`config.mk`:
```
export PLATFORM = sky130hd
export DESIGN_NAME = cubic_bezier_path_walker
export DESIGN_NICKNAME = d
export VERILOG_FILES = /design/src/rtl/core/cbpw_pkg.sv /design/src/rtl/core/cbpw_ram.sv /design/src/rtl/core/cbpw_datapath.sv /design/src/rtl/core/cubic_bezier_path_walker.sv
export SDC_FILE = /design/constraint.sdc
export NUM_CORES = 2
export LEC_CHECK = 0
export BUFFER_PORTS_ARGS = -buffer_cell sky130_fd_sc_hd__buf_2
export CORE_UTILIZATION = 33
export DETAILED_ROUTE_END_ITERATION = 10
export GPL_ROUTABILITY_DRIVEN = 0
export GPL_TIMING_DRIVEN = 1
export PLACE_DENSITY = 0.45
export SYNTH_ARGS = -nofsm -noshare
export SYNTH_HDL_FRONTEND = slang
export SYNTH_HIERARCHICAL = 1
export SYNTH_SLANG_ARGS = --single-unit
```
`constraint.sdc`:
```
create_clock -name clk_i -period 15.86 [get_ports clk_i]
set_clock_uncertainty 0.05 [all_clocks]
set_input_delay 3.172 -clock clk_i [delete_from_list [all_inputs] [get_ports clk_i]]
set_output_delay 3.172 -clock clk_i [all_outputs]
set_load 0.02 [all_outputs]
```
`src/rtl/core/cbpw_pkg.sv`:
```
// Shared types, constants and the sequencer microcode table of the Bezier path walker.
`default_nettype none

package cbpw_pkg;

  localparam int COORD_BITS  = 16;
  localparam int MAX_POINTS  = 64;
  localparam int STEPS_DEF   = 40;
  localparam int ADDR_W      = $clog2(MAX_POINTS);
  localparam int CNT_W       = 7;
  localparam int POINT_W     = 3 * COORD_BITS;
  localparam int T_W         = 17;
  localparam int ACC_W       = 22;
  localparam int PC_W        = 4;

  localparam logic       ACT_LOAD = 1'b0;
  localparam logic       ACT_STEP = 1'b1;

  localparam logic [1:0] AXIS_X    = 2'd0;
  localparam logic [1:0] AXIS_Y    = 2'd1;
  localparam logic [1:0] AXIS_Z    = 2'd2;

  localparam logic [1:0] SEL_P0 = 2'd0;
  localparam logic [1:0] SEL_P1 = 2'd1;
  localparam logic [1:0] SEL_P2 = 2'd2;
  localparam logic [1:0] SEL_P3 = 2'd3;

  localparam logic [PC_W-1:0] PC_FIRST = 4'd0;
  localparam logic [PC_W-1:0] PC_LOOP  = 4'd5;
  localparam logic [PC_W-1:0] PC_DONE  = 4'd9;

  typedef enum logic [2:0] {
    OP_NONE,
    OP_LOAD_A,
    OP_MAC_B,
    OP_MAC_C,
    OP_MAC_D
  } op_e;

  typedef struct packed {
    logic       rd_en;
    logic [1:0] rd_off;
    logic       lat_en;
    logic [1:0] lat_sel;
    op_e        op;
    logic       loop;
    logic       done;
  } ucode_t;

  typedef struct packed {
    ucode_t     uw;
    logic [1:0] axis;
  } dp_ctrl_t;

  function automatic ucode_t ucode_rom(input logic [PC_W-1:0] pc);
    ucode_t w;
    w = '{rd_en: 1'b0, rd_off: SEL_P0, lat_en: 1'b0, lat_sel: SEL_P0, op: OP_NONE,
          loop: 1'b0, done: 1'b0};
    case (pc)
      4'd0: begin
        w.rd_en = 1'b1; w.rd_off = SEL_P0;
      end
      4'd1: begin
        w.rd_en = 1'b1; w.rd_off = SEL_P1; w.lat_en = 1'b1; w.lat_sel = SEL_P0;
      end
      4'd2: begin
        w.rd_en = 1'b1; w.rd_off = SEL_P2; w.lat_en = 1'b1; w.lat_sel = SEL_P1;
      end
      4'd3: begin
        w.rd_en = 1'b1; w.rd_off = SEL_P3; w.lat_en = 1'b1; w.lat_sel = SEL_P2;
      end
      4'd4: begin
        w.lat_en = 1'b1; w.lat_sel = SEL_P3;
      end
      4'd5: w.op = OP_LOAD_A;
      4'd6: w.op = OP_MAC_B;
      4'd7: w.op = OP_MAC_C;
      4'd8: begin
        w.op = OP_MAC_D; w.loop = 1'b1;
      end
      4'd9: w.done = 1'b1;
      default: w.op = OP_NONE;
    endcase
    return w;
  endfunction

endpackage

`default_nettype wire

```
`src/rtl/core/cbpw_ram.sv`:
```
// Generic single-write, single-read RAM with a registered read port.
`default_nettype none

module cbpw_ram #(
  parameter int WIDTH = 48,
  parameter int DEPTH = 64
) (
  input  wire logic                     clk_i,
  input  wire logic                     we_i,
  input  wire logic [$clog2(DEPTH)-1:0] waddr_i,
  input  wire logic [WIDTH-1:0]         wdata_i,
  input  wire logic                     re_i,
  input  wire logic [$clog2(DEPTH)-1:0] raddr_i,
  output logic      [WIDTH-1:0]         rdata_o
);

  logic [WIDTH-1:0] mem_q [DEPTH];
  logic [WIDTH-1:0] rdata_q;

  always_ff @(posedge clk_i) begin
    if (we_i) begin
      mem_q[waddr_i] <= wdata_i;
    end
    if (re_i) begin
      rdata_q <= mem_q[raddr_i];
    end
  end

  assign rdata_o = rdata_q;

endmodule

`default_nettype wire

```
`src/rtl/core/cbpw_datapath.sv`:
```
// Point registers, coefficient logic and the shared Horner multiplier of the path walker.
`default_nettype none

module cbpw_datapath
  import cbpw_pkg::*;
(
  input  wire logic                         clk_i,
  input  wire dp_ctrl_t                     ctrl_i,
  input  wire logic [POINT_W-1:0]           rdata_i,
  input  wire logic [T_W-1:0]               t_i,
  output logic signed [COORD_BITS-1:0]      res_x_o,
  output logic signed [COORD_BITS-1:0]      res_y_o,
  output logic signed [COORD_BITS-1:0]      res_z_o
);

  logic [POINT_W-1:0] p0_q, p1_q, p2_q, p3_q;
  logic signed [ACC_W-1:0] acc_q, acc_d;
  logic signed [COORD_BITS-1:0] res_x_q, res_y_q, res_z_q;
  logic signed [COORD_BITS-1:0] c0, c1, c2, c3, sat_val;
  logic signed [ACC_W-1:0] e0, e1, e2, e3, coef_a, coef_b, coef_c, coef_d, d12, d01, s012;
  logic signed [ACC_W+T_W:0] prod;
  logic signed [ACC_W-1:0] prod_sh;

  localparam logic signed [ACC_W-1:0] SAT_HI = ACC_W'((1 << (COORD_BITS - 1)) - 1);
  localparam logic signed [ACC_W-1:0] SAT_LO = -SAT_HI - ACC_W'(1);

  always_comb begin
    unique case (ctrl_i.axis)
      AXIS_Y: begin
        c0 = p0_q[2*COORD_BITS-1:COORD_BITS]; c1 = p1_q[2*COORD_BITS-1:COORD_BITS];
        c2 = p2_q[2*COORD_BITS-1:COORD_BITS]; c3 = p3_q[2*COORD_BITS-1:COORD_BITS];
      end
      AXIS_Z: begin
        c0 = p0_q[3*COORD_BITS-1:2*COORD_BITS]; c1 = p1_q[3*COORD_BITS-1:2*COORD_BITS];
        c2 = p2_q[3*COORD_BITS-1:2*COORD_BITS]; c3 = p3_q[3*COORD_BITS-1:2*COORD_BITS];
      end
      default: begin
        c0 = p0_q[COORD_BITS-1:0]; c1 = p1_q[COORD_BITS-1:0];
        c2 = p2_q[COORD_BITS-1:0]; c3 = p3_q[COORD_BITS-1:0];
      end
    endcase
  end

  assign e0 = ACC_W'(c0);
  assign e1 = ACC_W'(c1);
  assign e2 = ACC_W'(c2);
  assign e3 = ACC_W'(c3);

  // Power-form coefficients built from shifts and adds.
  assign d12    = e1 - e2;
  assign d01    = e1 - e0;
  assign s012   = e0 - (e1 <<< 1) + e2;
  assign coef_a = e3 - e0 + (d12 <<< 1) + d12;
  assign coef_b = (s012 <<< 1) + s012;
  assign coef_c = (d01 <<< 1) + d01;
  assign coef_d = e0;

  assign prod    = acc_q * $signed({1'b0, t_i});
  assign prod_sh = prod[ACC_W+15:16];

  always_comb begin
    case (ctrl_i.uw.op)
      OP_LOAD_A: acc_d = coef_a;
      OP_MAC_B:  acc_d = prod_sh + coef_b;
      OP_MAC_C:  acc_d = prod_sh + coef_c;
      OP_MAC_D:  acc_d = prod_sh + coef_d;
      default:   acc_d = acc_q;
    endcase
  end

  always_comb begin
    if (acc_d > SAT_HI) begin
      sat_val = COORD_BITS'(SAT_HI);
    end else if (acc_d < SAT_LO) begin
      sat_val = COORD_BITS'(SAT_LO);
    end else begin
      sat_val = acc_d[COORD_BITS-1:0];
    end
  end

  always_ff @(posedge clk_i) begin
    acc_q <= acc_d;
    if (ctrl_i.uw.lat_en) begin
      unique case (ctrl_i.uw.lat_sel)
        SEL_P0:  p0_q <= rdata_i;
        SEL_P1:  p1_q <= rdata_i;
        SEL_P2:  p2_q <= rdata_i;
        default: p3_q <= rdata_i;
      endcase
    end
    if (ctrl_i.uw.op == OP_MAC_D) begin
      unique case (ctrl_i.axis)
        AXIS_Y:  res_y_q <= sat_val;
        AXIS_Z:  res_z_q <= sat_val;
        default: res_x_q <= sat_val;
      endcase
    end
  end

  assign res_x_o = res_x_q;
  assign res_y_o = res_y_q;
  assign res_z_o = res_z_q;

endmodule

`default_nettype wire

```
`src/rtl/core/cubic_bezier_path_walker.sv`:
```
// Top level of the cubic Bezier path walker: request handling, sequencer and path state.
//
// Requests arrive on the input channel (in_valid_i, in_stall_o). A load request
// (action 0) writes one control point into the point RAM in the cycle it is taken
// and gives no result. A step request (action 1) advances the sample counter and
// runs the microcode program: four RAM reads, then a coefficient load and three
// Horner steps per axis on one shared multiplier. Its result appears on the output
// channel (out_valid_o, out_stall_i) once the program ends. No request is taken
// while a step runs (in_stall_o is high); loads are taken at one per cycle while
// no step runs. The program reads and latches the points through the single RAM
// read port, runs the coefficient load and Horner steps for each axis on the single
// multiplier and then hands the result to the output register.
// The finished result sits in an output register; while the receiver stalls,
// further requests are still taken, and a second step only waits at its final
// microcode step until the register is free. The point_count register must be
// written through cfg_we_i and cfg_wdata_i while idle; the block does not enforce it.
// Reset clears the segment start, the sample counter and the result valid, and
// sets point_count to 4. The point RAM is not cleared; points must be loaded
// before a step reads them.
`default_nettype none

module cubic_bezier_path_walker
  import cbpw_pkg::*;
#(
  parameter int STEPS = STEPS_DEF
) (
  input  wire logic                         clk_i,
  input  wire logic                         rst_ni,
  input  wire logic                         in_valid_i,
  output logic                              in_stall_o,
  input  wire logic                         action_i,
  input  wire logic [ADDR_W-1:0]            point_index_i,
  input  wire logic signed [COORD_BITS-1:0] point_x_i,
  input  wire logic signed [COORD_BITS-1:0] point_y_i,
  input  wire logic signed [COORD_BITS-1:0] point_z_i,
  output logic                              out_valid_o,
  input  wire logic                         out_stall_i,
  output logic signed [COORD_BITS-1:0]      pos_x_o,
  output logic signed [COORD_BITS-1:0]      pos_y_o,
  output logic signed [COORD_BITS-1:0]      pos_z_o,
  output logic [ADDR_W-1:0]                 segment_index_o,
  input  wire logic                         cfg_we_i,
  input  wire logic [CNT_W-1:0]             cfg_wdata_i
);

  localparam int KW   = $clog2(STEPS + 1);
  localparam int RW   = $clog2(STEPS);
  localparam int TQ   = 65536 / STEPS;
  localparam int TR   = 65536 % STEPS;

  logic                  running_q;
  logic [PC_W-1:0]       pc_q;
  logic [1:0]            axis_q;
  logic [CNT_W-1:0]      point_count_q;
  logic [ADDR_W-1:0]     seg_q, seg_use_q;
  logic [KW-1:0]         step_q;
  logic [RW-1:0]         rem_q;
  logic [T_W-1:0]        t_q, t_use_q;
  logic                  out_valid_q;
  logic signed [COORD_BITS-1:0] pos_x_q, pos_y_q, pos_z_q;
  logic [ADDR_W-1:0]     seg_out_q;

  logic                  in_acc, step_acc, load_acc, out_free, carry;
  logic [CNT_W-1:0]      n_use;
  logic [ADDR_W-1:0]     s_eff;
  logic [KW-1:0]         k;
  logic [RW:0]           rem_sum;
  logic [RW-1:0]         rem_nxt;
  logic [T_W-1:0]        t_nxt;
  ucode_t                uw;
  dp_ctrl_t              dp_ctrl;
  logic [POINT_W-1:0]    rdata;
  logic signed [COORD_BITS-1:0] res_x, res_y, res_z;

  assign in_stall_o = running_q;
  assign in_acc     = in_valid_i && !running_q;
  assign step_acc   = in_acc && (action_i == ACT_STEP);
  assign load_acc   = in_acc && (action_i == ACT_LOAD);
  assign out_free   = !out_valid_q || !out_stall_i;

  always_comb begin
    if (point_count_q < CNT_W'(4)) begin
      n_use = CNT_W'(4);
    end else if (point_count_q > CNT_W'(MAX_POINTS)) begin
      n_use = CNT_W'(MAX_POINTS);
    end else begin
      n_use = point_count_q;
    end
  end

  assign s_eff   = (({1'b0, seg_q} + 7'd3) >= n_use) ? '0 : seg_q;
  assign k       = step_q + KW'(1);
  assign rem_sum = {1'b0, rem_q} + (RW+1)'(TR);
  assign carry   = rem_sum >= (RW+1)'(STEPS);
  assign rem_nxt = carry ? RW'(rem_sum - (RW+1)'(STEPS)) : rem_sum[RW-1:0];
  assign t_nxt   = t_q + T_W'(TQ) + T_W'(carry);

  assign uw = running_q ? ucode_rom(pc_q) : ucode_rom(PC_DONE) & '0;
  assign dp_ctrl = '{uw: uw, axis: axis_q};

  always_ff @(posedge clk_i or negedge rst_ni) begin
    if (!rst_ni) begin
      running_q     <= 1'b0;
      pc_q          <= PC_FIRST;
      axis_q        <= AXIS_X;
      point_count_q <= CNT_W'(4);
      seg_q         <= '0;
      step_q        <= '0;
      rem_q         <= '0;
      t_q           <= '0;
      out_valid_q   <= 1'b0;
    end else begin
      if (cfg_we_i) begin
        point_count_q <= cfg_wdata_i;
      end
      if (step_acc) begin
        running_q <= 1'b1;
        pc_q      <= PC_FIRST;
        axis_q    <= AXIS_X;
        if (k == KW'(STEPS)) begin
          step_q <= '0;
          rem_q  <= '0;
          t_q    <= '0;
          seg_q  <= (({1'b0, s_eff} + 7'd6) >= n_use) ? '0 : s_eff + ADDR_W'(3);
        end else begin
          step_q <= k;
          rem_q  <= rem_nxt;
          t_q    <= t_nxt;
          seg_q  <= s_eff;
        end
      end else if (running_q) begin
        if (uw.done) begin
          if (out_free) begin
            running_q <= 1'b0;
          end
        end else if (uw.loop && (axis_q != AXIS_Z)) begin
          pc_q   <= PC_LOOP;
          axis_q <= axis_q + 2'd1;
        end else begin
          pc_q <= pc_q + PC_W'(1);
        end
      end
      if (running_q && uw.done && out_free) begin
        out_valid_q <= 1'b1;
      end else if (!out_stall_i) begin
        out_valid_q <= 1'b0;
      end
    end
  end

  always_ff @(posedge clk_i) begin
    if (step_acc) begin
      seg_use_q <= s_eff;
      t_use_q   <= t_nxt;
    end
    if (running_q && uw.done && out_free) begin
      pos_x_q   <= res_x;
      pos_y_q   <= res_y;
      pos_z_q   <= res_z;
      seg_out_q <= seg_use_q;
    end
  end

  cbpw_ram #(
    .WIDTH (POINT_W),
    .DEPTH (MAX_POINTS)
  ) u_ram (
    .clk_i   (clk_i),
    .we_i    (load_acc),
    .waddr_i (point_index_i),
    .wdata_i ({point_z_i, point_y_i, point_x_i}),
    .re_i    (uw.rd_en),
    .raddr_i (seg_use_q + ADDR_W'(uw.rd_off)),
    .rdata_o (rdata)
  );

  cbpw_datapath u_dp (
    .clk_i   (clk_i),
    .ctrl_i  (dp_ctrl),
    .rdata_i (rdata),
    .t_i     (t_use_q),
    .res_x_o (res_x),
    .res_y_o (res_y),
    .res_z_o (res_z)
  );

  assign out_valid_o     = out_valid_q;
  assign pos_x_o         = pos_x_q;
  assign pos_y_o         = pos_y_q;
  assign pos_z_o         = pos_z_q;
  assign segment_index_o = seg_out_q;

  a_step_starts: assert property (@(posedge clk_i) disable iff (!rst_ni)
    step_acc |=> running_q && (pc_q == PC_FIRST) && (axis_q == AXIS_X))
    else $error("step request did not start the program");

  a_pc_range: assert property (@(posedge clk_i) disable iff (!rst_ni)
    running_q |-> (pc_q <= PC_DONE))
    else $error("microcode step counter ran past the program");

  a_seg_range: assert property (@(posedge clk_i) disable iff (!rst_ni)
    ({1'b0, seg_q} + 7'd3) < 7'(MAX_POINTS))
    else $error("segment start reads past the point table");

  a_step_range: assert property (@(posedge clk_i) disable iff (!rst_ni)
    step_q < KW'(STEPS))
    else $error("sample counter out of range");

  a_out_from_done: assert property (@(posedge clk_i) disable iff (!rst_ni)
    $rose(out_valid_q) |-> $past(running_q && (pc_q == PC_DONE)))
    else $error("result valid rose outside the final step");

endmodule

`default_nettype wire
```
==> run_results.csv <==
group,metric,value,unit
cts,cts_max_path_buffers,4,
cts,h-tree-depth,5,
sta,worst_slew_pin_slew,1.33,ns
detailed_routing,wl_per_cell,29.2,um
worst_setup_path,path_class,"register to register",
synthesis,synthCells,8483,
worst_hold_path,hold_class,"register to register",
worst_setup_path,endpoint_kind,"register",
worst_setup_path,worstPathRequired,16.47,ns
detailed_routing,ant_nets,0,
worst_setup_path,critPathArrivalTime,12.47,ns
floorplanning,die_x,685,um
sta,relSlewSlack,11.4,%
sta,final.min_clock_period,11.86,ns
synthesis,syn_area,0.154,mm2
floorplanning,rows,250,
synthesis,synth.avg_cell_area,18.1,um2
floorplanning,io_pins,123,
sta,rsz0062_at_grt,"no",
cts,cts.sinks,3506,
worst_setup_path,path_max_fanout,22,
global_route,grt_pass1_wl,637000,um
layout,register_area,0.105,mm2
cts,post-cts-setup-buffers,0,
sta,setup_viol,0,
detailed_routing,first_pass_iters,5,
global_route,overflow,0,
layout,fin_nets,9586,
synthesis,yosysWarnings,6,
sta,slew_viol_final,0,
sta,min_period_over_period,74.8,%
place,dp_hpwl,264000,um
sta,fmax,84.3,MHz
detailed_routing,viasPerCell,5.25,
worst_setup_path,slowest_stage,"o32ai_1",
place,portBuffers,122,
layout,multi_input_area,0.0456,mm2
global_route,grt_start_max_net_pins,104,
worst_setup_path,slowest_delay,0.77,ns
worst_setup_path,start_kind,"register",
floorplanning,die_area,0.469,mm2
job,cap_violations,0,
sta,hold_viol,0,
floorplanning,fp.dieH,685,um
layout,drive_above_1_share,19.3,%
cts,clk_pin_slew,0.06,ns
cts,clkLatencyLatePin,0.97,ns
floorplanning,core,0.464,mm2
cts,numCtsBuffers,385,
detailed_routing,first_iter_violations,6718,
worst_setup_path,reg2reg_depth,34,
global_route,track_usage,18.8,%
floorplanning,start_util,33.2,%
cts,clockRootBuffer,"clkbuf_16",
global_route,grt_pass1_vias,84600,
cts,hold_buffers,0,
worst_hold_path,holdPathStages,0,
detailed_routing,finalWirelength,447000,um
synthesis,syn-num-nets,9258,
detailed_routing,via_count,80200,
sta,setup_tns,0,ns
cts,cts_tree,"done",
layout,finish.utilization,37.6,%
global_route,antenna_found_initial,37,
layout,area_growth,13.2,%
worst_setup_path,cpMostUsedCell,"fa_1",
detailed_routing,drc,0,
layout,nFillCells,42700,
outcome,status,"complete, no violations",
cts,cts_resized,0,
## cell type report
cell class	count	area share [%]
diodes	19	0.0273
clock buffers	484	5.76
clock inverters	191	0.880
inverters	597	1.29
multi-input cells	3981	26.1
flip-flops and latches	3506	60.1
well taps	6174	4.43
repair buffers	340	1.33
## sequential cells by signal, summed over array words and instances (netlist names), 22 cells and up
| signal | cells |
|---|---|
| u_dp/acc_q | 22 |
| u_dp/p0_q | 48 |
| u_dp/p1_q | 48 |
| u_dp/p2_q | 48 |
| u_dp/p3_q | 48 |
| u_ram/mem_q | 3072 |
| u_ram/rdata_o | 48 |
## routing by layer
metal  part of all wire [%]  GRT usage (%)
met4                    2.0           3.72
met3                    4.8           2.48
met1                     44           25.8
met2                     50           32.3
met5                  0.016              0
## worst max-delay path: cells and delay by family, from the launching register on
family	cells	cell delay, ns
mux	1	0.20
buf+inv	4	0.21
compound gates	12	3.82
simple gates	7	1.96
fa+ha+maj	9	4.10
xor+xnor	1	0.52
flops	1	0.71
## cells in the final DEF, fill, tap and decap left out, types with 28 or more instances in the layout
cell type	count
a22oi_1	142
a211oi_1	59
mux2i_1	68
xor2_1	50
fa_1	449
nand2_1	383
clkinv_1	96
clkinv_2	44
dfrtp_1	46
and2_1	222
nor2_1	203
mux4_2	754
a221oi_1	83
clkbuf_16	387
a21o_1	28
nor2b_1	41
o22ai_1	132
edfxtp_1	3437
o21ai_0	136
ha_1	256
o221ai_1	31
clkbuf_1	97
xnor2_1	103
nor3_1	43
nand3_1	41
buf_2	122
inv_1	596
nor2_4	65
o21a_1	30
buf_4	212
nand2b_1	43
a22o_1	62
a21oi_1	201
## per-stage QoR
| step | instances | area [um2] | setup WS (ns) | hold slack (ns) |
|---|---|---|---|---|
| 2_1_floorplan | 8483 | 154000 | 5.89 | 0.350 |
| 3_3_place_gp | 14600 | 163000 | 3.94 | 0.363 |
| 3_5_place_dp | 14600 | 163000 | 3.99 | 0.355 |
| 4_1_cts | 15300 | 174000 | 3.99 | 0.368 |
| 5_1_grt | 15300 | 174000 | 3.20 | 0.374 |
| 6_report | 15300 | 174000 | 4.00 | 0.367 |
## worst paths after layout
kind                                       startpoint                           end  slack, ns
max reg2reg                      t_use_q[3]$_DFFE_PP_     u_dp/res_x_o[9]$_DFFE_PP_       4.00
min                        u_dp/res_y_o[11]$_DFFE_PP_         pos_y_o[11]$_DFFE_PP_       0.37
min reg2reg                u_dp/res_y_o[11]$_DFFE_PP_         pos_y_o[11]$_DFFE_PP_       0.37
max                              t_use_q[3]$_DFFE_PP_     u_dp/res_x_o[9]$_DFFE_PP_       4.00
min in group asynchronous                      rst_ni  point_count_q[3]$_DFFE_PN0P_       2.37
max in group asynchronous                      rst_ni           pc_q[2]$_DFFE_PN0P_      12.84
Power is left out: the tool's default activity adds up to more than one toggle a clock period on the data nets, which glitch-free logic cannot reach.
